--- src/rtl/cdo_pkg.sv ---
`timescale 1ns / 1ps
`default_nettype none

package cdo_pkg;

	localparam int YearW   = 12;
	localparam int MonthW  = 4;
	localparam int DayW    = 5;
	localparam int OffW    = 16;
	localparam int WdayW   = 3;
	localparam int SerialW = 21;
	localparam int SumW    = SerialW + 2;
	localparam int CycW    = 11;
	localparam int RemW    = 9;

	localparam int WeekLen        = 7;
	localparam int CommonYearDays = 365;
	localparam int LeapCycle      = 4;
	localparam int CycleDays      = LeapCycle * CommonYearDays + 1;
	localparam int YearLimit      = 4096;
	localparam int MonthsPerYear  = 12;

	// 2016-12-20 as a day count from 0000-01-01 (leap year, Jan..Nov = 335 days)
	localparam int EpochSerial = 2016 * CommonYearDays + (2016 + LeapCycle - 1) / LeapCycle
		+ 335 + 20 - 1;
	localparam int EpochMod    = EpochSerial % WeekLen;

	// Multiple of 7 that lifts the most negative shifted count above zero
	localparam int BiasDays    = WeekLen * ((2 ** (OffW - 1) + WeekLen) / WeekLen);
	localparam int MaxSerial   = YearLimit * CommonYearDays + YearLimit / LeapCycle - 1;

	// Reciprocal of 1461 scaled by 2^32, rounded up; exact for any 21-bit count
	localparam int RecipW      = 22;
	localparam int RecipShift  = 32;
	localparam int ProdW       = SerialW + RecipW;

	localparam logic [SerialW-1:0] BiasSerial = SerialW'(BiasDays);
	localparam logic [SerialW-1:0] HiLimit    = SerialW'(MaxSerial + BiasDays);
	localparam logic [RecipW-1:0]  CycleRecip = RecipW'(((64'd1 << RecipShift)
		+ 64'(CycleDays) - 64'd1) / 64'(CycleDays));
	localparam logic [WdayW-1:0]   EpochWday  = WdayW'(EpochMod);
	localparam logic [WdayW-1:0]   WrapWday   = WdayW'(WeekLen - EpochMod);

	typedef enum logic [3:0] {
		ST_IDLE,
		ST_BASE,
		ST_MACC,
		ST_OFFS,
		ST_DIV,
		ST_REM,
		ST_YFIX,
		ST_MWALK,
		ST_DONE
	} cdo_state_t;

	function automatic logic [DayW-1:0] month_len(input logic [MonthW-1:0] mo,
		input logic leap);
		logic [DayW-1:0] len;
		case (mo)
			4'd2: len = leap ? 5'd29 : 5'd28;
			4'd4, 4'd6, 4'd9, 4'd11: len = 5'd30;
			default: len = 5'd31;
		endcase
		return len;
	endfunction

endpackage

`default_nettype wire

--- src/rtl/cdo_if.sv ---
`timescale 1ns / 1ps
`default_nettype none

interface cdo_in_if;
	logic                     valid;
	logic                     ready;
	logic [11:0]              start_year;
	logic [3:0]               start_month;
	logic [4:0]               start_day;
	logic signed [15:0]       day_offset;

	modport source (output valid, start_year, start_month, start_day, day_offset,
		input ready);
	modport sink (input valid, start_year, start_month, start_day, day_offset,
		output ready);
endinterface

interface cdo_out_if;
	logic        valid;
	logic        ready;
	logic [11:0] new_year;
	logic [3:0]  new_month;
	logic [4:0]  new_day;
	logic [2:0]  weekday;
	logic        year_out_of_range;

	modport source (output valid, new_year, new_month, new_day, weekday, year_out_of_range,
		input ready);
	modport sink (input valid, new_year, new_month, new_day, weekday, year_out_of_range,
		output ready);
endinterface

`default_nettype wire

--- src/rtl/calendar_day_offset.sv ---
`timescale 1ns / 1ps
`default_nettype none

// calendar_day_offset
// Shifts a calendar date by a signed day count and gives the weekday of the
// result (0 is the weekday of 2016-12-20). Every year divisible by 4 is leap.
// Channels: in_ch (start_year/month/day, day_offset) and out_ch (new date,
// weekday, year_out_of_range), both valid/ready; a transfer happens on a
// rising clk edge with valid and ready high.
// After the input transfer the sequencer steps through BASE, MACC (up to the
// clamped start month, 1..12), OFFS, DIV, REM, YFIX, MWALK (over the whole
// months of the result year, 0..11) and DONE, then loads the output register.
// One item is in flight at a time; the sequencer steps one month-length adder
// per month loop, splits the count into four-year cycles by a reciprocal
// multiply by 1/1461 plus one back-multiply, and reduces the count modulo 7
// by folding its octal digits. in_ch.ready is high only while the sequencer
// is idle. A finished result sits in the output register; the next item is
// taken while it waits, and the sequencer holds in its last step if the
// previous result was not yet taken.
// Out-of-range years saturate to 0000-01-01 or 4095-12-31 with the flag set.
// Reset (arst_n low) empties the sequencer and drops any pending result.
module calendar_day_offset (
	input  wire logic clk,
	input  wire logic arst_n,
	cdo_in_if.sink    in_ch,
	cdo_out_if.source out_ch
);
	import cdo_pkg::*;

	cdo_state_t state_q, state_d;

	// Captured item
	logic [YearW-1:0]   year_q;
	logic [MonthW-1:0]  month_q;
	logic [DayW-1:0]    day_q;
	logic [OffW-1:0]    off_q;

	// Working registers
	logic [SerialW-1:0] acc_q;    // day count of the start date, first of month
	logic [MonthW-1:0]  idx_q;    // month index for both month loops
	logic [SerialW-1:0] b_q;      // biased count, source of the weekday
	logic [SerialW-1:0] s_q;      // true day count
	logic [CycW-1:0]    quo_q;    // whole four-year cycles
	logic [CycW-1:0]    rem_q;    // days into the four-year cycle
	logic [WdayW-1:0]   m7_q;
	logic               lo_q, hi_q;
	logic [YearW-1:0]   yr_q;
	logic [RemW-1:0]    r_q;

	// Output register
	logic               ovalid_q;
	logic [YearW-1:0]   oyear_q;
	logic [MonthW-1:0]  omonth_q;
	logic [DayW-1:0]    oday_q;
	logic [WdayW-1:0]   owday_q;
	logic               oflag_q;

	logic               take_in, load_out;
	logic               macc_more, walk_more;
	logic [DayW-1:0]    macc_len, walk_len;
	logic [MonthW-1:0]  month_clamp;
	logic [SumW-1:0]    sum;
	logic [SerialW-1:0] base_cnt;
	logic [ProdW-1:0]   quo_prod;
	logic [SerialW-1:0] rem_full;
	logic [5:0]         m7_f1;
	logic [3:0]         m7_f2;
	logic [WdayW-1:0]   m7_fold;
	logic [CycW-1:0]    yf_r1, yf_r2;
	logic [1:0]         yf_add;
	logic [WdayW-1:0]   wday;

	assign take_in = in_ch.valid && in_ch.ready;

	// Clamp the month into 1..12
	always_comb begin
		if (in_ch.start_month == '0) begin
			month_clamp = MonthW'(1);
		end else if (in_ch.start_month > MonthW'(MonthsPerYear)) begin
			month_clamp = MonthW'(MonthsPerYear);
		end else begin
			month_clamp = in_ch.start_month;
		end
	end

	// Days before the year: 365 * y plus the leap years strictly below y
	assign base_cnt = SerialW'(year_q) * SerialW'(CommonYearDays)
		+ SerialW'(year_q[YearW-1:2]) + SerialW'(year_q[1:0] != 2'b00);

	assign macc_len  = month_len(idx_q, year_q[1:0] == 2'b00);
	assign macc_more = idx_q < month_q;

	// Add day - 1, the signed offset and the bias in one wide add
	assign sum = SumW'(acc_q) + SumW'(day_q) - SumW'(1)
		+ {{(SumW - OffW){off_q[OffW-1]}}, off_q} + SumW'(BiasSerial);

	// Four-year cycles: quotient by reciprocal multiply, remainder by back-multiply
	assign quo_prod = ProdW'(s_q) * ProdW'(CycleRecip);
	assign rem_full = s_q - SerialW'(quo_q) * SerialW'(CycleDays);

	// Modulo 7: 8 is 1 mod 7, so sum the octal digits, fold once more, then trim
	always_comb begin
		m7_f1 = '0;
		for (int k = 0; k < SerialW / 3; k++) begin
			m7_f1 = m7_f1 + 6'(b_q[3*k +: 3]);
		end
		m7_f2   = 4'(m7_f1[5:3]) + 4'(m7_f1[2:0]);
		m7_fold = (m7_f2 >= 4'(WeekLen)) ? WdayW'(m7_f2 - 4'(WeekLen))
			: m7_f2[WdayW-1:0];
	end

	// Year within the four-year cycle: first year is leap with 366 days
	always_comb begin
		yf_r1  = rem_q - CycW'(CommonYearDays + 1);
		yf_add = 2'd0;
		yf_r2  = rem_q;
		if (rem_q >= CycW'(CommonYearDays + 1)) begin
			if (yf_r1 >= CycW'(2 * CommonYearDays)) begin
				yf_add = 2'd3;
				yf_r2  = yf_r1 - CycW'(2 * CommonYearDays);
			end else if (yf_r1 >= CycW'(CommonYearDays)) begin
				yf_add = 2'd2;
				yf_r2  = yf_r1 - CycW'(CommonYearDays);
			end else begin
				yf_add = 2'd1;
				yf_r2  = yf_r1;
			end
		end
	end

	assign walk_len  = month_len(idx_q, yr_q[1:0] == 2'b00);
	assign walk_more = (idx_q < MonthW'(MonthsPerYear)) && (r_q >= RemW'(walk_len));

	assign wday = (m7_q >= EpochWday) ? m7_q - EpochWday : m7_q + WrapWday;

	// Sequencer
	always_ff @(posedge clk or negedge arst_n) begin
		if (!arst_n) begin
			state_q <= ST_IDLE;
		end else begin
			state_q <= state_d;
		end
	end

	always_comb begin
		state_d     = state_q;
		in_ch.ready = 1'b0;
		load_out    = 1'b0;
		unique case (state_q)
			ST_IDLE: begin
				in_ch.ready = 1'b1;
				if (in_ch.valid) begin
					state_d = ST_BASE;
				end
			end
			ST_BASE:  state_d = ST_MACC;
			ST_MACC: begin
				if (!macc_more) begin
					state_d = ST_OFFS;
				end
			end
			ST_OFFS:  state_d = ST_DIV;
			ST_DIV:   state_d = ST_REM;
			ST_REM:   state_d = ST_YFIX;
			ST_YFIX:  state_d = ST_MWALK;
			ST_MWALK: begin
				if (!walk_more) begin
					state_d = ST_DONE;
				end
			end
			ST_DONE: begin
				// Hold until the output register is free
				if (!ovalid_q || out_ch.ready) begin
					load_out = 1'b1;
					state_d  = ST_IDLE;
				end
			end
			default: state_d = ST_IDLE;
		endcase
	end

	// Datapath
	always_ff @(posedge clk) begin
		unique case (state_q)
			ST_IDLE: begin
				if (take_in) begin
					year_q  <= in_ch.start_year;
					month_q <= month_clamp;
					day_q   <= in_ch.start_day;
					off_q   <= in_ch.day_offset;
					idx_q   <= MonthW'(1);
				end
			end
			ST_BASE: acc_q <= base_cnt;
			ST_MACC: begin
				if (macc_more) begin
					acc_q <= acc_q + SerialW'(macc_len);
					idx_q <= idx_q + MonthW'(1);
				end
			end
			ST_OFFS: begin
				b_q  <= sum[SerialW-1:0];
				s_q  <= sum[SerialW-1:0] - BiasSerial;
				lo_q <= sum[SerialW-1:0] < BiasSerial;
				hi_q <= sum[SerialW-1:0] > HiLimit;
			end
			ST_DIV: begin
				quo_q <= quo_prod[ProdW-1:RecipShift];
				m7_q  <= m7_fold;
			end
			ST_REM: rem_q <= rem_full[CycW-1:0];
			ST_YFIX: begin
				yr_q  <= {quo_q[YearW-3:0], 2'b00} + YearW'(yf_add);
				r_q   <= yf_r2[RemW-1:0];
				idx_q <= MonthW'(1);
			end
			ST_MWALK: begin
				if (walk_more) begin
					r_q   <= r_q - RemW'(walk_len);
					idx_q <= idx_q + MonthW'(1);
				end
			end
			ST_DONE: ;
			default: ;
		endcase
	end

	// Output register: payload
	always_ff @(posedge clk) begin
		if (load_out) begin
			owday_q <= wday;
			oflag_q <= lo_q || hi_q;
			if (lo_q) begin
				oyear_q  <= '0;
				omonth_q <= MonthW'(1);
				oday_q   <= DayW'(1);
			end else if (hi_q) begin
				oyear_q  <= YearW'(YearLimit - 1);
				omonth_q <= MonthW'(MonthsPerYear);
				oday_q   <= DayW'(31);
			end else begin
				oyear_q  <= yr_q;
				omonth_q <= idx_q;
				oday_q   <= r_q[DayW-1:0] + DayW'(1);
			end
		end
	end

	// Output register: valid
	always_ff @(posedge clk or negedge arst_n) begin
		if (!arst_n) begin
			ovalid_q <= 1'b0;
		end else if (load_out) begin
			ovalid_q <= 1'b1;
		end else if (out_ch.ready) begin
			ovalid_q <= 1'b0;
		end
	end

	assign out_ch.valid             = ovalid_q;
	assign out_ch.new_year          = oyear_q;
	assign out_ch.new_month         = omonth_q;
	assign out_ch.new_day           = oday_q;
	assign out_ch.weekday           = owday_q;
	assign out_ch.year_out_of_range = oflag_q;

	// A flagged result carries one of the two saturated dates
	a_sat_date: assert property (@(posedge clk) disable iff (!arst_n)
		(ovalid_q && oflag_q) |->
			((oyear_q == '0 && omonth_q == MonthW'(1) && oday_q == DayW'(1)) ||
			 (oyear_q == YearW'(YearLimit - 1) && omonth_q == MonthW'(MonthsPerYear)
			  && oday_q == DayW'(31))))
		else $error("saturated date wrong");

	// Every delivered month and weekday stay in range, and the day is at least 1
	a_fields: assert property (@(posedge clk) disable iff (!arst_n)
		ovalid_q |-> (omonth_q >= MonthW'(1) && omonth_q <= MonthW'(MonthsPerYear)
			&& oday_q >= DayW'(1) && owday_q < WdayW'(WeekLen)))
		else $error("result field out of range");

	// A stalled result holds valid and payload until it transfers
	a_hold: assert property (@(posedge clk) disable iff (!arst_n)
		(ovalid_q && !out_ch.ready) |=> (ovalid_q && $stable(oyear_q)
			&& $stable(omonth_q) && $stable(oday_q) && $stable(owday_q)
			&& $stable(oflag_q)))
		else $error("stalled result changed");

endmodule

`default_nettype wire

--- src/flat_wrapper.sv ---
// flat-port wrapper written by rule: the top's interface ports become plain ports
module calendar_day_offset_flat import cdo_pkg::*;
  (clk, arst_n, in_ch_valid, in_ch_start_year, in_ch_start_month, in_ch_start_day, in_ch_day_offset, in_ch_ready, out_ch_valid, out_ch_new_year, out_ch_new_month, out_ch_new_day, out_ch_weekday, out_ch_year_out_of_range, out_ch_ready);
  cdo_in_if in_ch_i ();
  cdo_out_if out_ch_i ();
  input  wire logic clk;
  input  wire logic arst_n;
  input wire logic [$bits(in_ch_i.valid)-1:0] in_ch_valid;
  input wire logic [$bits(in_ch_i.start_year)-1:0] in_ch_start_year;
  input wire logic [$bits(in_ch_i.start_month)-1:0] in_ch_start_month;
  input wire logic [$bits(in_ch_i.start_day)-1:0] in_ch_start_day;
  input wire logic [$bits(in_ch_i.day_offset)-1:0] in_ch_day_offset;
  output wire logic [$bits(in_ch_i.ready)-1:0] in_ch_ready;
  output wire logic [$bits(out_ch_i.valid)-1:0] out_ch_valid;
  output wire logic [$bits(out_ch_i.new_year)-1:0] out_ch_new_year;
  output wire logic [$bits(out_ch_i.new_month)-1:0] out_ch_new_month;
  output wire logic [$bits(out_ch_i.new_day)-1:0] out_ch_new_day;
  output wire logic [$bits(out_ch_i.weekday)-1:0] out_ch_weekday;
  output wire logic [$bits(out_ch_i.year_out_of_range)-1:0] out_ch_year_out_of_range;
  input wire logic [$bits(out_ch_i.ready)-1:0] out_ch_ready;
  assign in_ch_i.valid = in_ch_valid;
  assign in_ch_i.start_year = in_ch_start_year;
  assign in_ch_i.start_month = in_ch_start_month;
  assign in_ch_i.start_day = in_ch_start_day;
  assign in_ch_i.day_offset = in_ch_day_offset;
  assign in_ch_ready = in_ch_i.ready;
  assign out_ch_valid = out_ch_i.valid;
  assign out_ch_new_year = out_ch_i.new_year;
  assign out_ch_new_month = out_ch_i.new_month;
  assign out_ch_new_day = out_ch_i.new_day;
  assign out_ch_weekday = out_ch_i.weekday;
  assign out_ch_year_out_of_range = out_ch_i.year_out_of_range;
  assign out_ch_i.ready = out_ch_ready;
  calendar_day_offset u_core (.clk(clk), .arst_n(arst_n), .in_ch(in_ch_i), .out_ch(out_ch_i));
endmodule
--- config.mk ---
export PLATFORM = sky130hd
export DESIGN_NAME = calendar_day_offset_flat
export DESIGN_NICKNAME = d
export VERILOG_FILES = /design/src/rtl/cdo_pkg.sv /design/src/rtl/cdo_if.sv /design/src/rtl/calendar_day_offset.sv /design/src/flat_wrapper.sv
export SDC_FILE = /design/constraint.sdc
export NUM_CORES = 1
export LEC_CHECK = 0
export BUFFER_PORTS_ARGS = -buffer_cell sky130_fd_sc_hd__buf_2
export CAP_MARGIN = 15
export CORE_ASPECT_RATIO = 1.5
export CORE_MARGIN = 8
export CORE_UTILIZATION = 44
export CTS_CLUSTER_DIAMETER = 60
export DETAILED_ROUTE_END_ITERATION = 6
export GPL_TIMING_DRIVEN = 0
export HOLD_SLACK_MARGIN = 0.05
export PLACE_DENSITY_LB_ADDON = 0.1
export SETUP_SLACK_MARGIN = 0.4
export SYNTH_ARGS = -nofsm -noshare
export SYNTH_HDL_FRONTEND = slang
export SYNTH_SLANG_ARGS = --single-unit
--- constraint.sdc ---
create_clock -name clk -period 8.4 [get_ports clk]
set_input_delay 0.84 -clock clk [delete_from_list [all_inputs] [get_ports clk]]
set_output_delay 0.84 -clock clk [all_outputs]
set_load 0.03 [all_outputs]
# == After elaboration in Yosys (flattened, before gate mapping) ==
# Index checks and enable logic that the tools add are counted.
# totals
reg_bits,182
latchBits,0
ram_bits,0
rom_bits,0
in_bits,41
out_inout_bits,27
wordCells,141
n_memories,0
# op_classes
addsub,26
multipliers,3
div_mod_pow,0
order_cmp,11
eq_ne,20
shifts,0
n_mux,34
n_bitwise,0
n_reduce_logical,22
# op_table
op,n
21-bit by 22-bit multiplier with 43-bit output (second input constant),1
21-bit by 5-bit adder with 21-bit output,2
21-bit case mux with 2 select lines,1
4-bit 2-to-1 mux,9
9-bit 2-to-1 mux,4
4-bit case mux with 9 select lines,1
6-bit by 3-bit adder with 6-bit output,5
4-bit by 3-bit equality test with 1-bit output (second input constant),6
11-bit by 9-bit greater-or-equal comparator with 1-bit output (second input constant),2
21-bit by 1-bit adder with 21-bit output,1
21-bit by 10-bit adder with 21-bit output,1
21-bit by 16-bit adder with 21-bit output (second input constant),1
21-bit adder,1
21-bit > comparator (second input constant),1
21-bit by 16-bit < comparator with 1-bit output (second input constant),1
12-bit by 9-bit multiplier with 21-bit output (second input constant),1
21-bit 2-to-1 mux,1
21-bit by 1-bit subtractor with 21-bit output (second input constant),1
21-bit by 16-bit subtractor with 21-bit output (second input constant),1
5-bit case mux with 2 select lines,2
9-bit case mux with 2 select lines,1
4-bit case mux with 4 select lines,1
12-bit by 2-bit adder with 12-bit output,1
4-bit by 2-bit equality test with 1-bit output (second input constant),3
38 further kinds,67

# == Longest topological paths before layout ==
# depth
word_depth,9
depth_mapped,24
ltp_nobuf,24

# == Worst setup path before layout ==
# Ideal clock, no wire load.
# synth_path
path_kind,register to register
start,reg u_core.s_q[10]
end,reg u_core.quo_q[5] (data pin)
setup_time_ns,0.258
arrival_time_ns,5.869
required_ns,8.142
setup_slack_ns,2.273
stages_incl_launch_ff,22
n_path_buf,0
synth_period_minus_slack_ns,6.127
path_cell_list,edfxtp_1 inv_1 ha_1 fa_1 fa_1 inv_1 fa_1 fa_1 fa_1 inv_1 fa_1 inv_1 ha_1 and4_1 nand2_1 nor3_1 o21ai_0 a2111o_1 o21bai_1 a21oi_1 o21ba_2 xnor2_1
# synth_between
elab_chain_cells,1
# synth_lines
element,line_no,source
start: declaration,calendar_day_offset.sv:42,logic [SerialW-1:0] s_q;
start signal: assignment,calendar_day_offset.sv:203,s_q <= sum[SerialW-1:0] - BiasSerial;
21-bit by 22-bit multiplier with 43-bit output,calendar_day_offset.sv:98,assign quo_prod = ProdW'(s_q) * ProdW'(CycleRecip);
named net u_core.quo_prod[37],calendar_day_offset.sv:64,logic [ProdW-1:0] quo_prod;
end signal: assignment,calendar_day_offset.sv:208,quo_q <= quo_prod[ProdW-1:RecipShift];
end: declaration,calendar_day_offset.sv:43,logic [CycW-1:0] quo_q;
# The timed path passes the listed nets, and every way through them passes these cells.
# A chain may end at the register's enable or synchronous reset.

# == Worst setup path after layout ==
# layout_path
start,reg u_core.s_q[4]
end,reg u_core.quo_q[9] (data pin)
# Same word-level chain as after synthesis.

==> qor.csv <==
metric,value,unit
outcome,completed,
sequential share of the synthesized area,25.6,%
Starting Density,44.4,%
fmax,137,MHz
Final Max Tran Viols,0,
TNS Setup,0,ns
die area,0.0555,mm²
initial antenna violation count,0,
relative slew slack,39.7,%
die width,195,µm
Ys Warns,0,
"EDFF count, synth",176,
Critical Path Fanout Max,4,
setup repair bufs after CTS,0,
clk_skew,0.0131,ns
RSZ-0062 raised after global routing,no,
Tcrit/Tclk final,87.0,%
Port Buffers,67,
Root Driver,clkbuf_16,
layout cells sized above 1,7.76,%
Register Area,0.00541,mm²
clock slew at reported path FFs,0.08,ns
DP HPWL,42.3,mm
placed cell area,0.0223,mm²
ANT nets after route,0,
Cell Count Post-Placement,2629,
crit end category,flip-flop,
WP data arrival,7.50,ns
final setup violation count,0,
Detailed Route WL,48.6,mm
multi-input logic area,0.0142,mm²
area grow syn2layout,8.47,%
Diodes inserted,0,
placer congestion estimate,0.918,
DR WL/cell,18.2,µm
routed via count,13900,
Mean Syn Cell Area,10.8,µm²
drc violations,0,
Post-Route Utilization,48.2,%
first-pass GRT wire length,80.2,mm
Critical Path RT,8.60,ns
post-CTS sizing,0,
vias in the first global route,15100,
NumNets Final,2694,
fill count,4463,
Core Area,0.0476,mm²
drt pass-1 iters,5,
"Remaining Overflow, GRT",0,
Finished Layout Cells,2662,
maximum root-to-sink buffer count,2,
synthesized instance count,1954,
worst-margin pin slew,0.881,ns
# Max-Cap Violations,0,
Setup CP Type,reg2reg,
Max H-tree Level,4,
min cycle time layout,7.31,ns
clk_lat worst skew,0.46,ns
CTS Sinks,181,
number of vias per cell,5.23,
GRT Total Usage,18.4,%
Seq cells post-synth,181,
final hold violation count,0,
cell area after layout,0.0229,mm²
hold crit path type,in2async,
CTS tree,done,
syn nets,2599,
TritonCTS Buffers,17,
largest net degree at the start of global routing,38,
R2R setup slack,1.09,ns
Main synth FF type,edfxtp_1,
ys async rst share,2.76,%
synthesized area,0.0211,mm²
CP startpoint kind,flip-flop,
row cnt,98,
DR iter-0 viols,641,
hold buffer count at CTS,0,
Die H,284,µm
IO Count,68,
Netlist cell types,82,
==> cell usage after synthesis (all sizes together) (25+ instances only) <==
master | instances | area (µm²)
nor2 | 109 | 409
a21o | 32 | 240
edfxtp | 176 | 5290
xor2 | 57 | 499
a21oi | 77 | 415
xnor2 | 96 | 841
o21ai | 55 | 279
nand3 | 25 | 130
fa | 231 | 4620
ha | 373 | 4670
inv | 381 | 1430
nand2 | 68 | 255
==> path summary, 6_finish.rpt <==
check	startpoint	endpoint	cells after the start
hold / removal	arst_n	u_core.out_ch.valid	1
hold reg to reg	u_core.yr_q[8]	u_core.out_ch.new_year[8]	2
min in group clk	u_core.yr_q[8]	u_core.out_ch.new_year[8]	2
max in group asynchronous	arst_n	u_core.state_q[0]	1
setup / recovery	u_core.s_q[4]	u_core.quo_q[9]	24
setup reg to reg	u_core.s_q[4]	u_core.quo_q[9]	24
==> state kept, by name (all words and copies together) (netlist names), 9 cells and up <==
register                flops
u_core.yr_q                12
u_core.year_q              12
u_core.b_q                 20
u_core.s_q                 21
u_core.r_q                  9
u_core.out_ch.new_year     12
u_core.rem_q               11
u_core.quo_q               11
u_core.off_q               16
u_core.acc_q               21
==> cell usage in the layout (no fill, tap or decap), types with 14 or more instances in the layout <==
cell type and instances:
nand2_1 68, a21o_1 32, fa_1 231, xnor2_1 96, a21oi_1 73, and3_1 15
nor3_1 19, o21ai_0 50, ha_1 373, clkbuf_16 17, inv_1 381, clkbuf_1 22
nor2_1 109, nand3_1 24, xor2_1 57, buf_2 70, o21bai_1 14, edfxtp_1 176
==> kinds of logic after synthesis <==
group / count (synthesis) / share of synthesized area (%)
xor+xnor: 153 / 6.34
simple gates: 326 / 7.59
flops: 181 / 25.6
mux: 9 / 0.450
compound gates: 270 / 8.57
fa+ha+maj: 604 / 44.0
buf+inv: 411 / 7.49
==> stage by stage <==
stage | hold WS, ns | worst slack [ns]
6_report | 0.188 | 1.09
5_1_grt | 0.173 | 0.656
4_1_cts | 0.171 | 0.952
3_5_place_dp | 0.519 | 1.00
3_3_place_gp | 0.516 | 1.04
2_1_floorplan | 0.433 | 2.27
==> routing by layer <==
metal  track usage [%]  share of wire (%)  vias up
met4              5.77                2.6        0
met1              20.6                 39     6948
met5                 0                  0        -
li1                  -                  -     6738
met3              2.06                2.1       61
met2              35.6                 56      179
==> critical path, cell delays in order (launching register included) <==
cell and delay, ns:
edfxtp_1 0.53, ha_1 0.42, xor2_1 0.17, ha_1 0.38, inv_1 0.08, fa_1 0.50, inv_1 0.06, fa_1 0.50
inv_1 0.05, fa_1 0.47, inv_1 0.07, fa_1 0.58, inv_1 0.07, fa_1 0.51, inv_1 0.04, ha_1 0.20
a21o_1 0.17, a221oi_1 0.23, a21oi_1 0.12, o21ai_0 0.69, a2111o_1 0.36, nor2_1 0.06, o21ai_0 0.38, a21boi_0 0.19
xor2_1 0.18
==> cell type report <==
class / count / area share, %
inverters: 381 / 6.24
clock inverters: 14 / 0.622
plain buffers: 30 / 0.671
well taps: 600 / 3.27
multi-input cells: 1362 / 61.8
flip-flops and latches: 181 / 23.6
clock buffers: 18 / 1.87
repair buffers: 76 / 1.92
Power is not shown: default switching activity piles up to over one toggle a cycle in this logic, so the estimate is an artifact.
